[src/rtl/core/assert_macros.svh]
// assertion macros shared by the rtl files that check their own behavior
// no dependencies; every macro samples at the rising edge and is held off in reset
`ifndef ASSERT_MACROS_SVH
`define ASSERT_MACROS_SVH

// property that must hold in the same cycle
`define ASSERT_NOW(label, clk, rst_n, prop, msg) \
  label: assert property (@(posedge clk) disable iff (!rst_n) (prop)) else $error(msg);

// property whose consequent is checked in the cycle after the antecedent
`define ASSERT_NEXT(label, clk, rst_n, ante, cons, msg) \
  label: assert property (@(posedge clk) disable iff (!rst_n) (ante) |=> (cons)) else $error(msg);

`endif

[src/rtl/core/gprc_pkg.sv]
// shared types and constants of the grid path residue counter
// no dependencies; imported by the interfaces and every module of the block but gprc_ram
package gprc_pkg;

  // count arithmetic
  localparam int COUNT_W = 30;
  localparam logic [COUNT_W-1:0] COUNT_MOD = 30'd1000000007;

  // field and register widths
  localparam int CELL_W  = 16;
  localparam int MOD_W   = 7;
  localparam int COLS_W  = 11;
  localparam int DATA_W  = 32;
  localparam int ADDR_W  = 3;

  // job fields are sized for the largest allowed parameter values
  localparam int SHIFT_W = 8;
  localparam int COL_W   = 16;

  // depth of the queue between front and back
  localparam int QUEUE_DEPTH = 2;

  // register indexes of the apb port
  typedef enum logic {
    REG_MODULUS      = 1'b0,
    REG_COLUMN_COUNT = 1'b1
  } cfg_reg_t;

  // one classified cell, handed from the front to the back
  typedef struct packed {
    logic [SHIFT_W-1:0] shift;      // cell value mod k
    logic [COL_W-1:0]   col;        // column of the cell
    logic               first_row;  // no top neighbor
    logic               has_left;   // column is not zero
    logic               last;       // ends the grid, emits a result
  } cell_job_t;

endpackage

[src/rtl/core/gprc_in_if.sv]
// input channel of the grid path residue counter: one cell per transaction
// depends on gprc_pkg
interface gprc_in_if import gprc_pkg::*; ();
  logic              valid;
  logic              ready;
  logic [CELL_W-1:0] cell_value;
  logic              last_cell;

  modport source (output valid, cell_value, last_cell, input ready);
  modport sink   (input valid, cell_value, last_cell, output ready);
endinterface

[src/rtl/core/gprc_front.sv]
// front end: accepts cells, reduces the value mod k one bit a cycle,
// tracks the raster position and pushes a classified job; depends on gprc_pkg
module gprc_front import gprc_pkg::*; #(
  parameter int MAX_K       = 64,
  parameter int MAX_COLUMNS = 1024
) (
  input  logic                               clk,
  input  logic                               rst_n,
  input  logic                               restart,
  input  logic [$clog2(MAX_K+1)-1:0]         eff_k,
  input  logic [$clog2(MAX_COLUMNS+1)-1:0]   eff_cols,
  gprc_in_if.sink                            in_ch,
  output logic                               job_valid,
  input  logic                               job_ready,
  output cell_job_t                          job
);

  localparam int KW  = $clog2(MAX_K + 1);
  localparam int CW  = $clog2(MAX_COLUMNS + 1);
  localparam int CIW = (MAX_COLUMNS > 1) ? $clog2(MAX_COLUMNS) : 1;
  localparam int BW  = $clog2(CELL_W);

  typedef enum logic [1:0] {
    F_IDLE,
    F_DIV,
    F_PUSH
  } front_state_t;

  front_state_t      state_r;
  logic [CELL_W-1:0] dividend_r;
  logic              last_r;
  logic [KW-1:0]     rem_r;
  logic [BW-1:0]     bit_cnt_r;
  logic [CIW-1:0]    col_r;
  logic              first_row_r;
  logic [KW:0]       rem_shift;
  logic [KW-1:0]     rem_nxt;
  logic [CW-1:0]     col_inc;

  // one restoring remainder step
  always_comb begin
    rem_shift = {rem_r, dividend_r[CELL_W-1]};
    if (rem_shift >= {1'b0, eff_k}) begin
      rem_nxt = KW'(rem_shift - {1'b0, eff_k});
    end else begin
      rem_nxt = KW'(rem_shift);
    end
  end

  assign col_inc     = CW'(col_r) + CW'(1);
  assign in_ch.ready = (state_r == F_IDLE);
  assign job_valid   = (state_r == F_PUSH);

  // classified job
  always_comb begin
    job.shift     = SHIFT_W'(rem_r);
    job.col       = COL_W'(col_r);
    job.first_row = first_row_r;
    job.has_left  = (col_r != '0);
    job.last      = last_r;
  end

  // sequencer and raster position
  always_ff @(posedge clk) begin
    if (!rst_n) begin
      state_r     <= F_IDLE;
      col_r       <= '0;
      first_row_r <= 1'b1;
    end else begin
      unique case (state_r)
        F_IDLE: begin
          if (in_ch.valid) begin
            dividend_r <= in_ch.cell_value;
            last_r     <= in_ch.last_cell;
            rem_r      <= '0;
            bit_cnt_r  <= '0;
            state_r    <= F_DIV;
          end
        end
        F_DIV: begin
          rem_r      <= rem_nxt;
          dividend_r <= {dividend_r[CELL_W-2:0], 1'b0};
          bit_cnt_r  <= bit_cnt_r + BW'(1);
          if (bit_cnt_r == BW'(CELL_W - 1)) begin
            state_r <= F_PUSH;
          end
        end
        F_PUSH: begin
          if (job_ready) begin
            state_r <= F_IDLE;
            if (last_r) begin
              col_r       <= '0;
              first_row_r <= 1'b1;
            end else if (col_inc >= eff_cols) begin
              col_r       <= '0;
              first_row_r <= 1'b0;
            end else begin
              col_r <= CIW'(col_inc);
            end
          end
        end
        default: begin
          state_r <= F_IDLE;
        end
      endcase
      // register write starts a new grid
      if (restart) begin
        col_r       <= '0;
        first_row_r <= 1'b1;
      end
    end
  end

endmodule

[src/flat_wrapper.sv]
// flat-port wrapper written by rule: the top's interface ports become plain ports
module gprc_front_flat import gprc_pkg::*;
#(
  parameter int MAX_K       = 64,
  parameter int MAX_COLUMNS = 1024
)
  (clk, rst_n, restart, eff_k, eff_cols, job_valid, job_ready, job, in_ch_valid, in_ch_cell_value, in_ch_last_cell, in_ch_ready);
  gprc_in_if in_ch_i ();
  input  logic clk;
  input  logic rst_n;
  input  logic restart;
  input  logic [$clog2(MAX_K+1)-1:0] eff_k;
  input  logic [$clog2(MAX_COLUMNS+1)-1:0] eff_cols;
  output logic job_valid;
  input  logic job_ready;
  output cell_job_t job;
  input wire logic [$bits(in_ch_i.valid)-1:0] in_ch_valid;
  input wire logic [$bits(in_ch_i.cell_value)-1:0] in_ch_cell_value;
  input wire logic [$bits(in_ch_i.last_cell)-1:0] in_ch_last_cell;
  output wire logic [$bits(in_ch_i.ready)-1:0] in_ch_ready;
  assign in_ch_i.valid = in_ch_valid;
  assign in_ch_i.cell_value = in_ch_cell_value;
  assign in_ch_i.last_cell = in_ch_last_cell;
  assign in_ch_ready = in_ch_i.ready;
  gprc_front #(.MAX_K(MAX_K), .MAX_COLUMNS(MAX_COLUMNS)) u_core (.clk(clk), .rst_n(rst_n), .restart(restart), .eff_k(eff_k), .eff_cols(eff_cols), .in_ch(in_ch_i), .job_valid(job_valid), .job_ready(job_ready), .job(job));
endmodule
[config.mk]
export PLATFORM = sky130hd
export DESIGN_NAME = gprc_front_flat
export DESIGN_NICKNAME = d
export VERILOG_FILES = /design/src/rtl/core/assert_macros.svh /design/src/rtl/core/gprc_pkg.sv /design/src/rtl/core/gprc_in_if.sv /design/src/rtl/core/gprc_front.sv /design/src/flat_wrapper.sv
export SDC_FILE = /design/constraint.sdc
export NUM_CORES = 1
export LEC_CHECK = 0
export ABC_AREA = 1
export BUFFER_PORTS_ARGS = -buffer_cell sky130_fd_sc_hd__buf_2
export CELL_PAD_IN_SITES_DETAIL_PLACEMENT = 2
export CELL_PAD_IN_SITES_GLOBAL_PLACEMENT = 2
export CORE_ASPECT_RATIO = 0.75
export CORE_MARGIN = 8
export CORE_UTILIZATION = 32
export CTS_CLUSTER_DIAMETER = 150
export CTS_CLUSTER_SIZE = 20
export DETAILED_ROUTE_END_ITERATION = 7
export GPL_ROUTABILITY_DRIVEN = 0
export GPL_TIMING_DRIVEN = 0
export PLACE_DENSITY = 0.87
export SYNTH_ARGS = -nofsm -noshare
export SYNTH_HDL_FRONTEND = slang
export SYNTH_SLANG_ARGS = --single-unit
export TNS_END_PERCENT = 50
[constraint.sdc]
create_clock -name clk -period 3.9 [get_ports clk]
set_input_delay 0.195 -clock clk [delete_from_list [all_inputs] [get_ports clk]]
set_output_delay 0.195 -clock clk [all_outputs]
set_load 0.03 [all_outputs]
======== After elaboration in Yosys (flattened, before gate mapping) ========
Cells that the tools add are included.
word-level totals
  logic and storage cells ................. 44
  input bits .............................. 40
  register bits after elaboration ......... 41
  RAM bits ................................ 0
  bits in latches ......................... 0
  ROM bits ................................ 0
  output and inout bits ................... 29
  memories kept ........................... 0
operators by class
  equality and inequality tests ........... 6
  $lt $le $gt $ge ......................... 2
  reduce and logical (&&, ||, !) cells .... 10
  div/mod/pow operators ................... 0
  add/subtract/negate cells ............... 3
  bitwise logic cells ..................... 1
  shift-type cells ........................ 0
  multiplexer cells ....................... 15
  multipliers ............................. 0
operators by type and width
  kind                                                                     number
  16-bit one-hot mux with 2 select lines                                   1
  10-bit two-way mux                                                       2
  16-bit two-way mux                                                       1
  7-bit two-way mux                                                        2
  7-bit one-hot mux with 2 select lines                                    1
  3-bit AND reduction                                                      4
  10-bit by 1-bit adder with 11-bit output, second input constant          1
  11-bit >= comparator                                                     1
  10-bit nonzero test                                                      1
  8-bit by 7-bit >= comparator with 1-bit output                           1
  4-bit one-hot mux with 2 select lines                                    1
  7-bit subtractor                                                         1
  2-bit two-way mux                                                        3
  2-bit one-hot mux with 3 select lines                                    1
  4-bit by 1-bit adder with 4-bit output, second input constant            1
  4-bit equality test, second input constant                               1
  4-bit two-way mux                                                        1
  2-bit by 1-bit inequality test with 1-bit output, second input constant  2
  2-bit nonzero test                                                       2
  2-bit by 1-bit equality test with 1-bit output, second input constant    1
  2-bit equality test, second input constant                               1
  2-bit logical NOT                                                        1
  1-bit two-way mux                                                        2
  2-bit inequality test, second input constant                             1
  other kinds (3)                                                          3

======== Logic depth before layout (Yosys ltp) ========
  depth in word-level cells ............... 4
  gate-level depth with buffers ........... 17
  mapped depth without buffers ............ 17

======== Worst setup path before layout ========
Ideal clock, no wire load.
  path kind ............................... register to register
  start point ............................. register u_core.state_r[1]
  end point ............................... register u_core.bit_cnt_r[0], enable pin
  period minus slack after synthesis ...... 2.747 ns
  library setup time ...................... 0.420 ns
  data arrival time ....................... 2.326 ns
  path buffers ............................ 0
  cell stages (with the launch flop) ...... 4
  path slack .............................. 1.153 ns
  required time ........................... 3.480 ns
  cells stage by stage .................... dfxtp_1 > nor2_1 > nand2_1 > a21oi_1
on the way
  longest elaborated chain between the ends .. 3
  elaborated cells between the ends (all ways) .. 5
  those cells by class .................... 2 x eq/ne; 3 x reduce/logical
ends and longest elaborated chain
  element                                                                       RTL line            text
  start, declared                                                               gprc_front.sv:29    front_state_t state_r;
  start signal, assigned                                                        gprc_front.sv:66    state_r <= F_IDLE;
  start signal, assigned                                                        gprc_front.sv:77    state_r <= F_DIV;
  start signal, assigned                                                        gprc_front.sv:85    state_r <= F_PUSH;
  2-bit logical NOT (*)                                                         -
  net in_ch_ready                                                               flat_wrapper.sv:20  output wire logic [$bits(in_ch_i.ready)-1:0] in_ch_ready;
  2-bit inequality test (no source line) or 2-bit nonzero test (tied branches)  -
  3-bit AND reduction (no source line) (*)                                      -
  end signal, assigned                                                          gprc_front.sv:83    bit_cnt_r <= bit_cnt_r + BW'(1);
  end, declared                                                                 gprc_front.sv:33    logic [BW-1:0] bit_cnt_r;
Mark *: on every way through the listed nets, which the timed path passes. The rest lies on a longest branch.
A chain may end at the register's enable or synchronous reset.

======== Worst setup path after layout ========
  start point ............................. register u_core.col_r[0]
  end point ............................... register u_core.col_r[2]
on the way
  longest elaborated chain between the ends .. 4
ends and longest elaborated chain
  element                                       RTL line          text
  start, declared                               gprc_front.sv:34  logic [CIW-1:0] col_r;
  start signal, assigned                        gprc_front.sv:98  col_r <= CIW'(col_inc);
  10-bit by 1-bit adder with 11-bit output (*)  gprc_front.sv:50  assign col_inc = CW'(col_r) + CW'(1);
  11-bit >= comparator                          gprc_front.sv:94  end else if (col_inc >= eff_cols) begin
  10-bit two-way mux (*)                        gprc_front.sv:94
  10-bit two-way mux (*)                        gprc_front.sv:91  if (last_r) begin
Every way passes the cells marked *; elsewhere a longest branch is shown, timed or not.

==> flow_summary.toml <==
[status]
outcome = "completed"

[global_route]
gr-total-overflow = 0
grt_usage_pct = 14.5
grt_pass1_vias = 2766
antenna_found_initial = 0
grt_pass1_wl_um = 13400
grt_max_degree = 26

[sta]
slew_headroom_pct = 62.2
setup_viol = 0
fin_tns_setup_ns = 0
hold_violations = 0
finClkSkew_ns = 0.0104
min_period_ns = 2.68
worst_pin_slew_ns = 0.567
rsz0062_at_grt = "false"
fmax_mhz = 373
slew_violations = 0
fin_crit_sh_pct = 68.8
holdWs_ns = 0.0707

[finish]
area_delta_synth_final_pct = 22.5
layout_commonest_cell = "nand2_1"
diodes = 0
n_fill_cell = 1005
fin_nets = 485
final_area_um2 = 3300
instances_no_fill = 532
final-seq-area_um2 = 1100
layout_common_cells = "93 x nand2_1, 63 x buf_2, 59 x inv_1, 31 x nor2_1, 28 x edfxtp_1"
multi_input_area_um2 = 1300
fin_util_pct = 39.7
drive_gt1_share_pct = 22.4

[floorplanning]
initial_utilization_pct = 32.4
die_w_um = 122
dieHeight_um = 95.5
dieArea_um2 = 11600
coreArea_um2 = 8310
rows = 29
io_pins = 69

[logic_synthesis]
synthFlopType = "edfxtp_1"
synthArstFlopShare_pct = 0
yosysSeqAreaShare_pct = 40.9
syn_inst = 348
syn_avg_cell_area_um2 = 7.74
synth-xor-area-share_pct = 2.60
ys_top_cells_by_area = "edfxtp_1 31%, nand2_1 13%, ha_1 9.7%"
ys_types = 35
synthAdderAreaFrac_pct = 10.5
yosysTopAreaCellShare_pct = 31.2
yosys_warnings = 0
synthSimpleGateAreaFrac_pct = 24.6
synth_compound_area_share_pct = 8.87
synth_mux_area_share_pct = 0.371
synth_seq_cells = 41
synth_edf_count = 28
synth_area_um2 = 2700
synth_top_family_by_area = "simple AND/OR/NAND/NOR gates"
synth_largest_area_cell = "edfxtp_1"

[placement]
place_area_um2 = 3190
dp_hpwl_um = 6810
io_buffer_count = 61
dp_cells = 524

[setup_path]
cp-startpoint = "u_core.col_r[0]$_SDFFE_PP0P_"
critPathCaptureType = "flop"
slowest_delay_ns = 0.46
r2r_start = "u_core.col_r[0]$_SDFFE_PP0P_"
path_class = "reg2reg"
crit_slowest_cell = "dfxtp_1"
worstPathCellList = "ha_1 > nand3_2 > nor2_2 > nand4_1 > and2_1 > ha_1 > nand2_1 > nor2_1 > inv_1 > nor2_1 > nand2_1 > nand4_1 > nand2_1 > nand2_2 > nor2_1"
timing.critical_path.required_ns = 4.09
crit_path_max_fanout = 10
arrival_ns = 2.87
start_kind = "flop"

[clock_tree]
cts_made_buffers = 5
cts_tree = "built"
ctsResizeCount = 0
clock-root-buffer = "clkbuf_8"
clockBufferDepth = 2
post_cts_buffers = 0
ctsHtreeMaxLevel = 2
clk_pin_slew_ns = 0.09
worstSkewPairLatency_ns = 0.30
cts.hold.buffers_added = 0
numClockSinks = 41

[pwr]
ir_worst_vdd_mv = 0.127
power.static_leakage_uw = 0.00166
power_frac_clock_pct = 31.5
p_seq_share_pct = 45.8
switching_power_uw = 345
power_density_nw_per_um2 = 343
p_int_uw = 788
p_sw_share_pct = 30.4
power_frac_comb_pct = 22.6

[detailed_routing]
avgViaCountPerCell = 4.70
drtPass1Iterations = 6
vias = 2503
drc = 0
ant_nets = 0
wl_per_cell_um = 15.3
routed_wl_um = 8160
drt_iter0_drc = 78

[worst_hold_path]
hold_path.class = "in2reg"
hold_path.startpoint = "in_ch_last_cell"

[job]
cap_violations = 0
-- Yosys cell counts, drive strengths merged (2+ instances only) --
| library cell | number |
|---|---|
| a21oi | 18 |
| and2 | 2 |
| buf | 12 |
| clkbuf | 3 |
| dfxtp | 13 |
| edfxtp | 28 |
| ha | 21 |
| inv | 60 |
| nand2 | 97 |
| nand3 | 10 |
| nand4 | 7 |
| nor2 | 34 |
| nor3 | 4 |
| o21ai | 21 |
| or2 | 2 |
| xnor2 | 4 |
| xor2 | 4 |
-- final timing paths --
kind	endpoint	slack, ns	cells past startpoint
max	u_core.col_r[2]$_SDFFE_PP0P_	1.22	15
min	u_core.last_r$_DFFE_PP_	0.07	1
max reg2reg	u_core.col_r[2]$_SDFFE_PP0P_	1.22	15
min reg2reg	u_core.first_row_r$_SDFFE_PP1P_	0.48	2
-- power groups by stage --
| stage | sequential (uW) | clock (uW) | combinational, uW |
|---|---|---|---|
| 3_5_place_dp | 530 | 0 | 259 |
| 3_3_place_gp | 530 | 0 | 237 |
| 4_1_cts | 520 | 368 | 261 |
| 2_1_floorplan | 541 | 0 | 156 |
| 5_1_grt | 523 | 389 | 287 |
| 6_report | 519 | 357 | 256 |
-- flip-flops by register name, indices dropped and copies added, names as in the netlist --
name                cells
u_core.dividend_r      16
u_core.col_r           10
u_core.rem_r            7
u_core.bit_cnt_r        4
u_core.state_r          2
u_core.first_row_r      1
u_core.last_r           1
-- metal layers --
metal	vias up	share of wire (%)	track usage, %
met5	-	0	0
li1	1243	-	-
met2	42	48	25.1
met3	6	3.7	3.67
met4	0	0.69	3.07
met1	1212	47	17.9
-- cell families after synthesis --
logic type | Yosys count
simple gates | 156
flops | 41
compound gates | 44
xor+xnor | 8
buf+inv | 75
fa+ha+maj | 22
other cells | 1
mux | 1
-- area by class of cell --
class                   count  area share (%)
multi-input cells         238            39.5
flip-flops and latches     41            33.4
repair buffers             62            9.86
inverters                  60            6.82
well taps                 108            4.09
plain buffers              15            3.03
clock buffers               6            2.20
clock inverters             2            1.18
-- critical path, delay by kind of cell (launching register included) --
family	cells	cell delay, ns
adder cells (fa/ha/maj)	2	0.56
buffers and inverters	1	0.05
flip-flops	1	0.46
AND/OR/NAND/NOR	12	1.49
-- stage by stage --
step                      power, uW  setup slack (ns)
final                          1130              1.22
after global routing           1200             0.846
after CTS                      1150              1.15
after detailed placement        789              1.16
after global placement          767             0.267
after floorplan                 697              1.15
Note: power is estimated with default switching activity, not from simulation.
