### src/rtl/core/assert_macros.svh
// assertion macros shared by the rtl files that check their own behavior
// no dependencies; every macro samples at the rising edge and is held off in reset
`ifndef ASSERT_MACROS_SVH
`define ASSERT_MACROS_SVH

// property that must hold in the same cycle
`define ASSERT_NOW(label, clk, rst_n, prop, msg) \
  label: assert property (@(posedge clk) disable iff (!rst_n) (prop)) else $error(msg);

// property whose consequent is checked in the cycle after the antecedent
`define ASSERT_NEXT(label, clk, rst_n, ante, cons, msg) \
  label: assert property (@(posedge clk) disable iff (!rst_n) (ante) |=> (cons)) else $error(msg);

`endif

### src/rtl/core/gprc_pkg.sv
// shared types and constants of the grid path residue counter
// no dependencies; imported by the interfaces and every module of the block but gprc_ram
package gprc_pkg;

  // count arithmetic
  localparam int COUNT_W = 30;
  localparam logic [COUNT_W-1:0] COUNT_MOD = 30'd1000000007;

  // field and register widths
  localparam int CELL_W  = 16;
  localparam int MOD_W   = 7;
  localparam int COLS_W  = 11;
  localparam int DATA_W  = 32;
  localparam int ADDR_W  = 3;

  // job fields are sized for the largest allowed parameter values
  localparam int SHIFT_W = 8;
  localparam int COL_W   = 16;

  // depth of the queue between front and back
  localparam int QUEUE_DEPTH = 2;

  // register indexes of the apb port
  typedef enum logic {
    REG_MODULUS      = 1'b0,
    REG_COLUMN_COUNT = 1'b1
  } cfg_reg_t;

  // one classified cell, handed from the front to the back
  typedef struct packed {
    logic [SHIFT_W-1:0] shift;      // cell value mod k
    logic [COL_W-1:0]   col;        // column of the cell
    logic               first_row;  // no top neighbor
    logic               has_left;   // column is not zero
    logic               last;       // ends the grid, emits a result
  } cell_job_t;

endpackage

### src/rtl/core/gprc_queue.sv
// short queue of classified cells between the front and the back
// depends on gprc_pkg
module gprc_queue import gprc_pkg::*; (
  input  logic      clk,
  input  logic      rst_n,
  input  logic      push_valid,
  output logic      push_ready,
  input  cell_job_t push_data,
  output logic      pop_valid,
  input  logic      pop_ready,
  output cell_job_t pop_data
);

  localparam int PW = (QUEUE_DEPTH > 1) ? $clog2(QUEUE_DEPTH) : 1;
  localparam int CW = $clog2(QUEUE_DEPTH + 1);

  cell_job_t       slot_r [QUEUE_DEPTH];
  logic [PW-1:0]   wr_ptr_r;
  logic [PW-1:0]   rd_ptr_r;
  logic [CW-1:0]   count_r;
  logic            do_push;
  logic            do_pop;

  assign push_ready = (count_r != CW'(QUEUE_DEPTH));
  assign pop_valid  = (count_r != '0);
  assign pop_data   = slot_r[rd_ptr_r];
  assign do_push    = push_valid && push_ready;
  assign do_pop     = pop_valid && pop_ready;

  // storage
  always_ff @(posedge clk) begin
    if (do_push) begin
      slot_r[wr_ptr_r] <= push_data;
    end
  end

  // pointers and fill level
  always_ff @(posedge clk) begin
    if (!rst_n) begin
      wr_ptr_r <= '0;
      rd_ptr_r <= '0;
      count_r  <= '0;
    end else begin
      if (do_push) begin
        wr_ptr_r <= (wr_ptr_r == PW'(QUEUE_DEPTH - 1)) ? '0 : wr_ptr_r + PW'(1);
      end
      if (do_pop) begin
        rd_ptr_r <= (rd_ptr_r == PW'(QUEUE_DEPTH - 1)) ? '0 : rd_ptr_r + PW'(1);
      end
      if (do_push && !do_pop) begin
        count_r <= count_r + CW'(1);
      end else if (do_pop && !do_push) begin
        count_r <= count_r - CW'(1);
      end
    end
  end

endmodule

### config.mk
export PLATFORM = sky130hd
export DESIGN_NAME = gprc_queue
export DESIGN_NICKNAME = d
export VERILOG_FILES = /design/src/rtl/core/assert_macros.svh /design/src/rtl/core/gprc_pkg.sv /design/src/rtl/core/gprc_queue.sv
export SDC_FILE = /design/constraint.sdc
export NUM_CORES = 1
export LEC_CHECK = 0
export CORE_ASPECT_RATIO = 1.4
export CORE_MARGIN = 2
export CORE_UTILIZATION = 60
export DETAILED_ROUTE_END_ITERATION = 10
export DONT_BUFFER_PORTS = 1
export HOLD_SLACK_MARGIN = 0.03
export PLACE_DENSITY = 0.76
export SYNTH_ARGS = -nofsm -noshare
export SYNTH_HDL_FRONTEND = slang
export SYNTH_SLANG_ARGS = --single-unit
### constraint.sdc
create_clock -name clk -period 2.7 [get_ports clk]
set_clock_uncertainty 0.05 [all_clocks]
set_input_delay 0.135 -clock clk [delete_from_list [all_inputs] [get_ports clk]]
set_output_delay 0.135 -clock clk [all_outputs]
set_load 0.03 [all_outputs]
After elaboration in Yosys (flattened, before gate mapping)
Memory sizes are Yosys's and may differ from the RTL's. A register that Yosys moved wholly into a read port is not among the register bits.
Index checks and enable logic that the tools add are counted.

word-level totals
  logic and storage cells = 25
  memories kept = 1
  bits in writable memories = 54
  output and inout port bits = 29
  register bits after elaboration = 4

operators by class
  equality and inequality tests = 1
  reductions and logical operators = 8
  mux-type cells = 8
  $add $sub $neg = 4

memories
  memory  words  bits a word  read ports  clocked after Yosys merged registers in  wr ports  RTL line          source
  slot_r  2      27           1           1                                        1         gprc_queue.sv:17  cell_job_t slot_r [QUEUE_DEPTH];

operators by type and width
  kind                                               count
  two-way mux 1 bit                                  6
  logical AND 1 bit                                  4
  two-way mux 2 bit                                  2
  nonzero test 2 bit                                 2
  adder 1 bit (second input constant)                2
  adder 2 x 1 -> 2 bit (second input constant)       1
  logical NOT 1 bit                                  2
  != test 2 bit (second input constant)              1
  subtractor 2 x 1 -> 2 bit (second input constant)  1

Depth between registers and ports, before layout
Gate-level depths: netlist of the first run.

  depth after elaboration = 6
  mapped depth = 6
  mapped depth without buffers = 6

Worst setup path before layout of the first run
No wires, ideal clock.

  kind = register -> register
  from = reg count_r[0]
  to = mem slot_r[1][0] in the netlist's numbering, enable pin
  period minus slack after synthesis = 1.786 ns
  data arrival time = 1.350 ns
  path buffers = 0
  stages on the path, launching flop included = 3
  setup slack = 0.914 ns
  data required time = 2.264 ns
  setup time = 0.386 ns
  cells stage by stage = dfxtp_1 > nand2b_4 > and3_1

between the ends
  cells in the longest elaborated chain, start to end = 4

RTL lines
  element                                  RTL line          source
  from (decl)                              gprc_queue.sv:20  logic [CW-1:0] count_r;
  from (signal assigned)                   gprc_queue.sv:51  count_r <= count_r + CW'(1);
  from (signal assigned)                   gprc_queue.sv:53  count_r <= count_r - CW'(1);
  != test 2 bit                            gprc_queue.sv:24  assign push_ready = (count_r != CW'(QUEUE_DEPTH));
  named net push_ready                     gprc_queue.sv:7   output logic push_ready,
  logical AND 1 bit                        gprc_queue.sv:27  assign do_push = push_valid && push_ready;
  two-way mux 1 bit                        gprc_queue.sv:32  if (do_push) begin
  two-way mux 1 bit (implied by the code)  gprc_queue.sv:33  slot_r[wr_ptr_r] <= push_data;
  to (decl)                                gprc_queue.sv:17

The timed path passes the listed nets, and every way through them passes these cells.

Final worst setup path of the first run
  from = reg count_r[0]
  to = mem slot_r[0][12] in the netlist's numbering, enable pin

Same word-level chain as after synthesis.

==> results of run 1 <==
[final timing paths]
check	cells after the start	start	endpoint
worst min-delay path	3	pop_ready	register
worst min register to register	2	count_r[1]	count_r[1]
worst max register to register	4	count_r[0]	slot_r[0][12]
worst max-delay path	4	count_r[0]	slot_r[0][12]
[worst max-delay path, delay by kind of cell, from the launching register on]
kind / cells / cell delay, ns
AND/OR/NAND/NOR: 2 / 0.38
buffers and inverters: 2 / 0.77
flip-flops: 1 / 0.43
[registers in the layout, indices dropped and copies added (netlist names), named ones only]
register  flops
count_r       2
rd_ptr_r      1
slot_r       54
wr_ptr_r      1
[stage by stage]
stage                     hold WS, ns  setup slack (ns)
after global placement          0.184             0.854
final                           0.150             0.775
after CTS                       0.132             0.753
after global routing            0.164             0.642
after floorplan                 0.184             0.914
after detailed placement        0.184             0.765
[per-layer routing]
metal / GRT usage (%) / routed length (um) / vias to the layer above
li1: - / - / 498
met1: 19.4 / 1350 / 530
met2: 31.1 / 1990 / 43
met3: 11.4 / 277 / 2
met4: 7.32 / 9 / 0
met5: 0 / 0 / -
[logic make-up (layout without fill, tap and decap cells)]
family / Yosys count / after routing
DFF: 59 / 59
xor gates and xnor gates: 3 / 3
buffers and inverters: 4 / 48
muxes: 27 / 27
and+or+nand+nor: 9 / 9
AOI/OAI and AO/OA: 5 / 5
adders and majority gates: 1 / 1
[layout make-up]
cell class	count	area, um2
clock buffers	10	128
clock inverters	5	21.3
fillers	235	896
inverters	1	3.75
multi-input cells	45	443
flip-flops and latches	59	1720
well taps	42	52.6
repair buffers	32	313
[report_power, final]
| part | internal, mW | switching, mW | total [mW] |
|---|---|---|---|
| combinational | 0.253 | 0.504 | 0.757 |
| sequential | 1.15 | 0.0628 | 1.21 |
| clock | 0.314 | 0.293 | 0.608 |
| total | 1.71 | 0.860 | 2.57 |
[cells in the final DEF (no fill, tap or decap), types with 2 or more instances in the layout]
cell            n
edfxtp_1       54
buf_4           3
clkinv_2        2
mux2_2         27
dlygate4sd3_1  29
xnor2_1         2
clkinv_1        3
and2_1          4
dfxtp_1         5
clkbuf_8        9
==> results.yml, run 1 <==
outcome:
  status: "finished clean"
layout:
  num_antenna_cells: 0
  stdcell_area_mm2: 0.00268
  nNetsFinal: 180
  final_cells: 194
  drive_above_1_share_pct: 28.9
  syn2layout_area_growth_pct: 22.6
  fin_util_pct: 75.0
detailed_routing:
  wl_per_cell_um: 18.7
  vias_per_cell: 5.53
  ant_nets: 0
  vias: 1073
  drcViolationCount: 0
  drtIter0Drc: 19
  wl_um: 3620
  drt_pass1_iterations: 4
die:
  start_util_pct: 61.2
  core_mm2: 0.00358
  io_pins: 60
  dieArea_mm2: 0.00415
  die_h_um: 75.5
  die_x_um: 55.0
  fp-row-count: 26
global_route:
  grt_overflow: 0
  antenna_found_initial: 0
  grt_max_degree: 28
  grt_use_total_pct: 18.9
  first_global_vias: 1066
  grt_first_pass_wirelength_um: 5020
yosys:
  synth_edf_count: 54
  synth_top_flop_cell: "edfxtp_1"
  synth_seq_area_share_pct: 78.7
  yosys_register_bits: 59
  synthTopCellsByArea: "edfxtp_1 74%, mux2_2 14%, dfxtp_1 4.6%"
  synth_compound_area_share_pct: 1.60
  avgSynthCellArea_um2: 20.3
  netlist_top_cells_count: "54 x edfxtp_1, 27 x mux2_2, 5 x dfxtp_1, 4 x and2_1"
  yosys.area_share.simple_pct: 2.97
  yosys_warnings: 0
  synth_xor_area_share_pct: 1.20
  synth-adder-area-share_pct: 0.572
  synth_top_family_by_area: "multiplexers"
  synth_mux_area_share_pct: 13.9
  yosysMostFrequentCell: "edfxtp_1"
  yosys.area.top_type_share_pct: 74.1
  synthesis.area_mm2: 0.00219
  syn-instance-count: 108
  async_flop_share_pct: 0
  ys_types: 20
  synth_nets: 140
  yosysTopAreaCell: "edfxtp_1"
timing:
  slew_violations: 0
  max_slew.worst_pin.slew_ns: 0.569
  fin_crit_sh_pct: 71.3
  hold_viol_final: 0
  finalCriticalPeriod_ns: 1.93
  max_freq_mhz: 519
  relSlewSlack_pct: 62.0
  final.setup.tns_ns: 0
  rsz0062_at_grt: "no"
  report.final.setup_viol: 0
clocking:
  cts_buffers: 9
  cts_root_buf: "clkbuf_8"
  clockBufferDepth: 2
  post-cts-setup-buffers: 0
  clkLatencyLatePin_ns: 0.32
  cts_resized: 0
  cts_hold_buf: 29
  cts.sinks: 59
  cts_tree: "done"
  cts_max_level: 3
  cts.reportedPaths.clkPinSlew_ns: 0.06
placed_design:
  placed_area_mm2: 0.00224
  routabilityCongestion: 0.738
  io_buffer_count: 0
  hpwl_um: 2190
  dpl.cell_count: 150
worst_setup_path:
  setup.worst_path.end_class: "register"
  reg2reg_slack_ns: 0.77
  path_cells: "nand2b_4 > nand3b_1 > inv_1 > buf_4"
  critPathSlowestCell: "inv_1"
  cp.arrival_ns: 1.89
  cp-start-kind: "register"
  worstPathRequired_ns: 2.66
  worstPathMaxFanout: 15
  max_stage_delay_ns: 0.45
  path_class: "register to register"
power:
  ir_drop_mv: 0.770
  total_power_mw: 2.57
  p_leak_nw: 0.923
  powerDensity_mw_per_mm2: 960
worst_hold_path:
  min_path_type: "input port to register"
flow_run:
  cap_violations: 0
Power figures use the tool's default switching activity.
==> run 2, diff against run 1 <==
Settings changed: ABC_AREA from default to 1, CORE_UTILIZATION 60 to 55, PLACE_DENSITY 0.76 to 0.73.
Clock period 2.7 ns to 1.6 ns, I/O delays scaled along.
==> run 2 against run 1 <==
Compared with the run above: die area up 13%; first-iteration DRC count stayed put; combinational power grew 93%; sequential share of layout area shrank 4.9 points; clock-buffer cell count unchanged; cell count is 9.3% higher; synthesized cell count increased by 12%; clock power increased by 100%.
==> results.yml, run 2 <==
outcome:
  status: "finished clean"
timing:
  hold_viol_final: 0
  rsz0062_at_grt: "no"
  final.setup.tns_ns: 0
  finalCriticalPeriod_ns: 1.50
  relSlewSlack_pct: 81.3
  report.final.setup_viol: 0
  max_freq_mhz: 669
  slew_violations: 0
  finalHoldWorstSlack_ns: 0.0540
  max_slew.worst_pin.slew_ns: 0.280
  fin_crit_sh_pct: 93.5
worst_setup_path:
  setup.worst_path.end_class: "primary output"
  cp.arrival_ns: 1.37
  worstPathMaxFanout: 17
  cp-start-kind: "register"
  path_class: "register to primary output"
  worstPathRequired_ns: 1.47
  path_cells: "buf_12 > mux2_4"
  critPathBufInv: 1
  critPathSlowestCell: "dfxtp_4"
  max_stage_delay_ns: 0.45
  critical_path.top_delay_family: "flip-flops"
yosys:
  yosysMostFrequentCell: "edfxtp_1"
  syn-instance-count: 121
  avgSynthCellArea_um2: 18.9
  synth_nets: 153
  yosysTopAreaCell: "edfxtp_1"
  synth_edf_count: 54
  ys_types: 15
  async_flop_share_pct: 0
  synthTopCellsByArea: "edfxtp_1 71%, mux2_4 13%, dfxtp_1 4.4%"
  synth_seq_area_share_pct: 75.1
  yosys.area.top_type_share_pct: 70.7
  synth_top_flop_cell: "edfxtp_1"
  yosys_register_bits: 59
  netlist_top_cells_count: "54 x edfxtp_1, 20 x mux2_4, 9 x nand2_1, 8 x inv_1, 8 x nor2_1"
  synthesis.area_mm2: 0.00229
  yosys_warnings: 0
die:
  io_pins: 60
  die_x_um: 58.6
  fp-row-count: 27
  core_mm2: 0.00395
  die_h_um: 80.4
  dieArea_mm2: 0.00471
  start_util_pct: 58.0
power:
  p_leak_nw: 1.08
  powerDensity_mw_per_mm2: 1640
  ir_drop_mv: 1.39
  power.switching_mw: 1.55
  p_clk_share_pct: 25.9
  p_comb_share_pct: 30.5
  swShare_pct: 32.5
  pwr-share-seq_pct: 43.5
  total_power_mw: 4.77
  internal-power_mw: 3.22
detailed_routing:
  ant_nets: 0
  wl_um: 3670
  vias_per_cell: 5.42
  drcViolationCount: 0
  wl_per_cell_um: 17.3
  drtIter0Drc: 19
  vias: 1149
  drt_pass1_iterations: 4
global_route:
  grt_overflow: 0
  grt_use_total_pct: 17.1
  grt_max_degree: 18
  grt_first_pass_wirelength_um: 5400
  first_global_vias: 1194
  antenna_found_initial: 0
worst_hold_path:
  min_path_type: "input port to register"
flow_run:
  cap_violations: 0
layout:
  syn2layout_area_growth_pct: 27.0
  stdcell_area_mm2: 0.00291
  reg.largest.list: "slot_r: 54 flops, count_r: 2 flops"
  top_register: "slot_r"
  final_cells: 212
  drive_above_1_share_pct: 31.4
  layout_commonest_cell: "edfxtp_1"
  most-common-layout-cells: "54 x edfxtp_1, 29 x dlygate4sd3_1, 20 x mux2_4, 9 x clkbuf_8"
  largest_reg_flops: 54
  num_antenna_cells: 0
  nNetsFinal: 196
placed_design:
  routabilityCongestion: 0.623
  io_buffer_count: 0
  placed_area_mm2: 0.00243
  dpl.cell_count: 167
  hpwl_um: 2430
clocking:
  post-cts-setup-buffers: 0
  cts_buffers: 9
  cts_root_buf: "clkbuf_8"
  cts_max_level: 3
  cts_tree: "done"
  clkLatencyLatePin_ns: 0.33
  cts.reportedPaths.clkPinSlew_ns: 0.06
  cts.sinks: 59
  clockBufferDepth: 2
run 2: cell types whose count changed in the layout (fill, tap and decap cells not counted), moves of 4 or more:
| cell | previous run | this run |
|---|---|---|
| inv_1 | 1 | 7 |
| nand2_1 | 0 | 7 |
| mux2_2 | 27 | 7 |
| nor2_1 | 0 | 6 |
| buf_12 | 0 | 5 |
| mux2_4 | 0 | 20 |
| and2_1 | 4 | 0 |
run 2: timing repair:
item | in CTS | in global routing
endpoints found under the setup margin | 17 | 2
hold buffers | 28 | 1
endpoints found under the hold margin | 59 | 1
pin swaps | 0 | 0
gates resized for setup | 1 | 3
run 2: power groups by stage:
stage	combinational (mW)	sequential [mW]	clock, mW
after floorplan	1.22	2.05	0
after global placement	1.35	2.08	0
after detailed placement	1.39	2.11	0
after CTS	1.46	2.08	1.27
after global routing	1.53	2.10	1.35
final	1.46	2.08	1.24
run 2: logic make-up (layout without fill, tap and decap cells):
logic type      count (synthesis)  count (layout)  synth area share (%)
simple gates                   19              19                  3.28
fa+ha+maj                       1               1                 0.546
flops                          59              59                  75.1
buf+inv                        11              59                  3.55
mux                            27              27                  16.5
compound gates                  4               4                 0.982
run 2: final timing paths:
kind                                 start      endpoint  slack [ns]  cells after the start
worst min-delay path             pop_ready      register        0.05                      3
worst max-delay path              register  pop_data[16]        0.10                      2
worst min register to register    rd_ptr_r      register        0.47                      2
worst max register to register  count_r[0]    count_r[1]        0.11                     10
run 2: routing by layer:
metal	GRT usage (%)	vias up	share of wire, %
met5	0	-	0
li1	-	541	-
met4	10.5	0	2.9
met1	16.2	552	36
met3	8.37	11	6.5
met2	28.8	45	55
run 2: stage by stage:
step	utilization (%)	setup WS (ns)
6_report	73.7	0.104
5_1_grt	73.7	0.00667
4_1_cts	73.3	0.0245
3_5_place_dp	61.4	0.0346
3_3_place_gp	61.4	0.199
2_1_floorplan	-	0.0473
run 2: cell type report:
| class | count | area, um2 |
|---|---|---|
| inverter | 8 | 30.0 |
| clock buffer | 10 | 128 |
| fill | 235 | 1040 |
| sequential | 59 | 1730 |
| multi-input combinational | 51 | 519 |
| timing repair buffer | 35 | 398 |
| tap | 43 | 53.8 |
| clock inverter | 6 | 56.3 |
run 2: worst min-delay path, stage by stage:
cell,delay (ns)
o21a_1,0.14
nor2_1,0.07
nor2_1,0.10
